==> src/rtl/lpf_pkg.sv <==
// Shared types, codes and helpers for the IPv6 longest-prefix forwarding block.
// Used by lpf_cell and ipv6_longest_prefix_forward; depends on nothing else.
package lpf_pkg;

  localparam int DefaultTableDepth = 64;
  localparam int AddrW = 128;
  localparam int LenW = 8;
  localparam int HopLimitW = 8;
  localparam int CfgIdxW = 1;
  localparam int CfgDataW = 64;
  localparam logic [LenW-1:0] MaxPrefixLen = 8'd128;

  localparam logic CMD_ADD = 1'b0;
  localparam logic CMD_FWD = 1'b1;

  localparam logic [CfgIdxW-1:0] REG_LOCAL_HI = 1'b0;
  localparam logic [CfgIdxW-1:0] REG_LOCAL_LO = 1'b1;

  typedef enum logic [2:0] {
    V_FORWARD = 3'd0,
    V_LOCAL   = 3'd1,
    V_HOPLIM  = 3'd2,
    V_NOROUTE = 3'd3,
    V_ADDED   = 3'd4,
    V_FULL    = 3'd5
  } verdict_t;

  typedef struct packed {
    logic             en;
    logic [AddrW-1:0] prefix;
    logic [AddrW-1:0] mask;
    logic [LenW-1:0]  len;
    logic [AddrW-1:0] hop;
  } route_wr_t;

  typedef struct packed {
    logic                 valid;
    logic [AddrW-1:0]     addr;
    logic [HopLimitW-1:0] hop_limit;
    logic [LenW-1:0]      best_len;
    logic [AddrW-1:0]     best_hop;
  } query_t;

  function automatic logic [LenW-1:0] sat_len(input logic [LenW-1:0] len);
    sat_len = (len > MaxPrefixLen) ? MaxPrefixLen : len;
  endfunction

  function automatic logic [AddrW-1:0] prefix_mask(input logic [LenW-1:0] len);
    logic [AddrW-1:0] m;
    m = '0;
    for (int i = 0; i < AddrW; i++) begin
      m[AddrW-1-i] = (LenW'(i) < len);
    end
    prefix_mask = m;
  endfunction

endpackage

==> src/rtl/lpf_cell.sv <==
// One route cell of the lookup chain: stores one route and refines the best match
// of the query passing through it. Depends on lpf_pkg.
module lpf_cell #(
  parameter int CNT_W = 7,
  parameter int INDEX = 0
) (
  input  logic               clk,
  input  logic               rst,
  input  logic [CNT_W-1:0]   count,
  input  lpf_pkg::route_wr_t wr,
  input  lpf_pkg::query_t    q_in,
  output lpf_pkg::query_t    q_out
);
  import lpf_pkg::*;

  logic [AddrW-1:0] prefix;
  logic [AddrW-1:0] mask;
  logic [LenW-1:0]  len;
  logic [AddrW-1:0] hop;
  logic             take;

  always_ff @(posedge clk) begin
    if (wr.en && count == CNT_W'(INDEX)) begin
      prefix <= wr.prefix;
      mask   <= wr.mask;
      len    <= wr.len;
      hop    <= wr.hop;
    end
  end

  always_comb begin
    take = (CNT_W'(INDEX) < count) && (((q_in.addr ^ prefix) & mask) == '0) &&
           (len > q_in.best_len);
  end

  always_ff @(posedge clk) begin
    q_out.addr      <= q_in.addr;
    q_out.hop_limit <= q_in.hop_limit;
    q_out.best_len  <= take ? len : q_in.best_len;
    q_out.best_hop  <= take ? hop : q_in.best_hop;
    if (rst) begin
      q_out.valid <= 1'b0;
    end else begin
      q_out.valid <= q_in.valid;
    end
  end

endmodule

==> config.mk <==
export PLATFORM = sky130hd
export DESIGN_NAME = lpf_cell
export DESIGN_NICKNAME = d
export VERILOG_FILES = /design/src/rtl/lpf_pkg.sv /design/src/rtl/lpf_cell.sv
export SDC_FILE = /design/constraint.sdc
export NUM_CORES = 1
export LEC_CHECK = 0
export ABC_AREA = 1
export BUFFER_PORTS_ARGS = -buffer_cell sky130_fd_sc_hd__buf_2
export CORE_AREA = 4 4 371 373
export DETAILED_ROUTE_END_ITERATION = 8
export DIE_AREA = 0 0 375 377
export PLACE_DENSITY_LB_ADDON = 0.05
export SYNTH_ARGS = -nofsm -noshare
export SYNTH_HDL_FRONTEND = slang
export SYNTH_SLANG_ARGS = --single-unit
==> constraint.sdc <==
create_clock -name clk -period 40.1 [get_ports clk]
set_input_delay 10.025 -clock clk [delete_from_list [all_inputs] [get_ports clk]]
set_output_delay 10.025 -clock clk [all_outputs]
set_load 0.02 [all_outputs]
==> summary.txt <==
Setup path
  • Setup crit end kind: register
  • Capturing point of the worst reg2reg path: q_out[23]
  • Cells along the critical path: buf_2, nor2_1, nand2_1, nor3b_2, buf_4, buf_4, buf_4, buf_4
  • CP top delay family: buffers and inverters
  • Worst Path Buf+Inv: 5
  • Reg-to-reg critical path startpoint: len[1]
  • Crit-path most repeated cell: buf_4
  • Critical path class: in -> reg
  • Worst Setup Start Kind: input pin
  • Worst r2r path cells: 15
  • Worst EP arrival: 14.32 ns
  • Slowest-stage cell, CP: buf_4
  • Required time worst endpoint: 40.38 ns
  • Worst R2R Setup Slack: 35.91 ns
  • Crit path depth: 8
  • Worst-path fanout max: 69
  • Critical Path Max Stage Delay: 0.83 ns

Routing
  • Pre-antenna DRT Iters: 5
  • Post-Route WL: 96200 um
  • DR WL/cell: 20.7 um
  • Number of remaining DRC errors: 0
  • Vias/cell: 3.61
  • First DRT Iteration DRCs: 667
  • Antenna-violating nets left: 0
  • Detailed-route via count: 16829

Timing
  • Tcrit/Tclk final: 35.0%
  • Post-route worst hold slack: 0.485 ns
  • Relative slew margins: 20.8%
  • RSZ-0062 raised after global routing: false
  • Final min period: 14.04 ns
  • Final worst slack: 26.06 ns
  • Slew @ Worst Pin: 1.19 ns
  • Fin. Hold Viols: 0
  • Slew Viols, Final: 0
  • Achievable Freq: 0.0712 GHz
  • Final setup viols: 0
  • Final Skew: 0.0277 ns
  • Total negative slack: 0 ns

Global route
  • Global route overflow: 0
  • Vias in the first global route: 17894
  • Total track usage: 13.1%
  • Global-route wire length before repair: 131000 um
  • Largest net degree at the start of global routing: 137
  • Initial antenna violation count: 123

Floorplanning
  • Initial Util: 16.6%
  • Core area: 135000 um^2
  • Die area: 141000 um^2
  • I/O Pins: 948
  • Cell Rows: 135
  • Die Ht: 377 um
  • Die width: 375 um

Hold path
  • Hold Path End: q_out[55]
  • Hold depth: 2
  • Hold path startpoint: hop[55]
  • Worst min-delay path class: reg -> reg

Clock tree
  • PostCTS Resize Cnt: 0
  • Inserted Clock Buffers: 84
  • Post-CTS Hold Fix Bufs: 0
  • Post-CTS Setup Bufs: 0
  • CTS max path bufs: 3
  • Depth of the CTS H-tree: 3
  • Latest clock arrival within the worst-skew pair: 0.67 ns
  • CTS clk-pin slew, worst paths: 0.06 ns
  • CTS sink cnt: 665
  • Root Buffer Master: clkbuf_16
  • CTS tree: done

Place
  • Gpl congestion: 0.770
  • Final HPWL DP: 75500 um
  • IO Port Bufs: 947
  • Placed Instances: 4466
  • Area post-placement: 29100 um^2
  • Worst slack, placed: 25.19 ns

Run
  • Max cap viols: 0

Yosys
  • Combinational family with the most area after synthesis: simple AND/OR/NAND/NOR gates
  • Synth Warn #: 0
  • Ranking of synthesized cells by area: edfxtp_1 53%, dfxtp_1 24%, nand2_1 9.0%
  • Simple-gate share of the synthesized area: 18.3%
  • Cells after synthesis: 1785
  • Synthesized Nets: 2468
  • Sequential area share after synthesis: 77.2%
  • Post-synthesis xor/xnor area fraction: 0.118%
  • Synth top area share: 52.7%
  • Flops & latches, synth: 665
  • Cell Area, Synth: 22300 um^2
  • Cell variety after synth: 23
  • Synth Area in Compound Gates: 0.336%
  • Post-Syn Area per Cell: 12.5 um^2
  • Area leader, netlist: edfxtp_1
  • Synth Area in Adders: 0.448%
  • Post-synthesis mux area share: 0%

Layout
  • Design area: 31900 um^2
  • Net count, final: 3454
  • Non-Filler Instances: 4658
  • Fillcell total: 14604
  • Fin util: 23.7%
  • Area delta synth->final: 43.0%
  • Layout cells sized above 1: 38.3%

Power
  • Total power: 1.58 mW
  • Peak VDD IR: 31.0 uV
  • Cell Pwr Density: 49.6 nW/um^2
  • Static Leakage: 13.9 nW

Status
  • Status: complete, no violations
[cell type report]
type | count | area [um^2] | area share, %
well taps | 1781 | 2230 | 6.98
clock inverters | 15 | 119 | 0.372
multi-input cells | 938 | 4330 | 13.6
clock buffers | 141 | 2620 | 8.19
flip-flops and latches | 665 | 17200 | 54.0
repair buffers | 960 | 4850 | 15.2
diodes | 36 | 90.1 | 0.282
inverters | 122 | 458 | 1.43
[layer usage]
layer  GRT usage, %  vias to the layer above  part of all wire, %
li1               -                     8121                    -
met5              0                        -                 0.50
met2           23.9                      713                   51
met1           13.2                     7641                   35
met4           3.75                       74                  2.8
met3           6.53                      280                   10
[Yosys cell counts]
cell and number:
o21ai_0 3, a21oi_1 3, nor3b_1 1, nand3_1 119, nand2_1 537, buf_6 6, buf_2 25, or2_1 52
inv_1 122, edfxtp_1 392, o21a_1 1, or2_0 9, o21bai_1 1, clkbuf_1 15, buf_4 11, ha_1 8
buf_1 3, o21ai_1 6, or2_2 1, nor2_1 53, nand4_1 141, xor2_1 3, dfxtp_1 273
[cells by family (layout without fill, tap and decap cells)]
family | after synthesis | count (layout)
compound gates | 14 | 14
simple gates | 913 | 913
fa+ha+maj | 8 | 8
other cells | 0 | 36
xor+xnor | 3 | 3
buf+inv | 182 | 1238
flops | 665 | 665
[state kept, by name, indices dropped and copies added (netlist names)]
name / cells
hop: 128
len: 8
mask: 128
prefix: 128
q_out: 273
[worst reg2reg max path: stages (launching register included)]
cell      delay, ns
edfxtp_1       0.42
ha_1           0.31
nand2_1        0.08
nor2_1         0.04
nand2_1        0.08
nand2_1        0.06
nor2_1         0.17
nand2_1        0.08
nor2_1         0.10
nand2_1        0.24
nor2_4         0.17
buf_4          0.54
nand3_4        0.71
buf_4          0.67
nand2_1        0.32
nand2_1        0.06
[cells in the final DEF (no fill, tap or decap), types with 2 or more instances in the layout]
| master | synthesis | layout |
|---|---|---|
| o21ai_0 | 3 | 3 |
| or2_1 | 52 | 52 |
| dfxtp_1 | 273 | 273 |
| nor2_4 | 0 | 3 |
| clkinv_8 | 0 | 2 |
| or2_0 | 9 | 9 |
| clkbuf_8 | 0 | 15 |
| buf_2 | 25 | 947 |
| inv_1 | 122 | 122 |
| edfxtp_1 | 392 | 392 |
| clkbuf_16 | 0 | 91 |
| clkbuf_1 | 15 | 35 |
| nand4_1 | 141 | 141 |
| o21ai_1 | 6 | 6 |
| ha_1 | 8 | 8 |
| nand3_1 | 119 | 118 |
| xor2_1 | 3 | 3 |
| nand2_1 | 537 | 537 |
| nor2_1 | 53 | 50 |
| buf_4 | 11 | 12 |
| diode_2 | 0 | 36 |
| clkinv_2 | 0 | 9 |
| clkinvlp_4 | 0 | 2 |
| a21oi_1 | 3 | 3 |
[report_power, final]
group          total, mW  switching, mW  internal (mW)
combinational     0.0927         0.0531         0.0395
clock              0.748          0.304          0.444
sequential         0.743        0.00447          0.739
total               1.58          0.362           1.22
[worst max path at each step]
| stage | from | endpoint | slack (ns) |
|---|---|---|---|
| floorplan | count[3] | hop[0] | 0.09 |
| global placement | count[3] | hop[47] | 25.28 |
| detailed placement | count[1] | hop[73] | 25.19 |
| CTS | count[1] | hop[40] | 25.93 |
| global route | count[3] | hop[17] | 25.65 |
| finish | count[1] | hop[11] | 26.06 |
(Power assumes the default switching activity.)
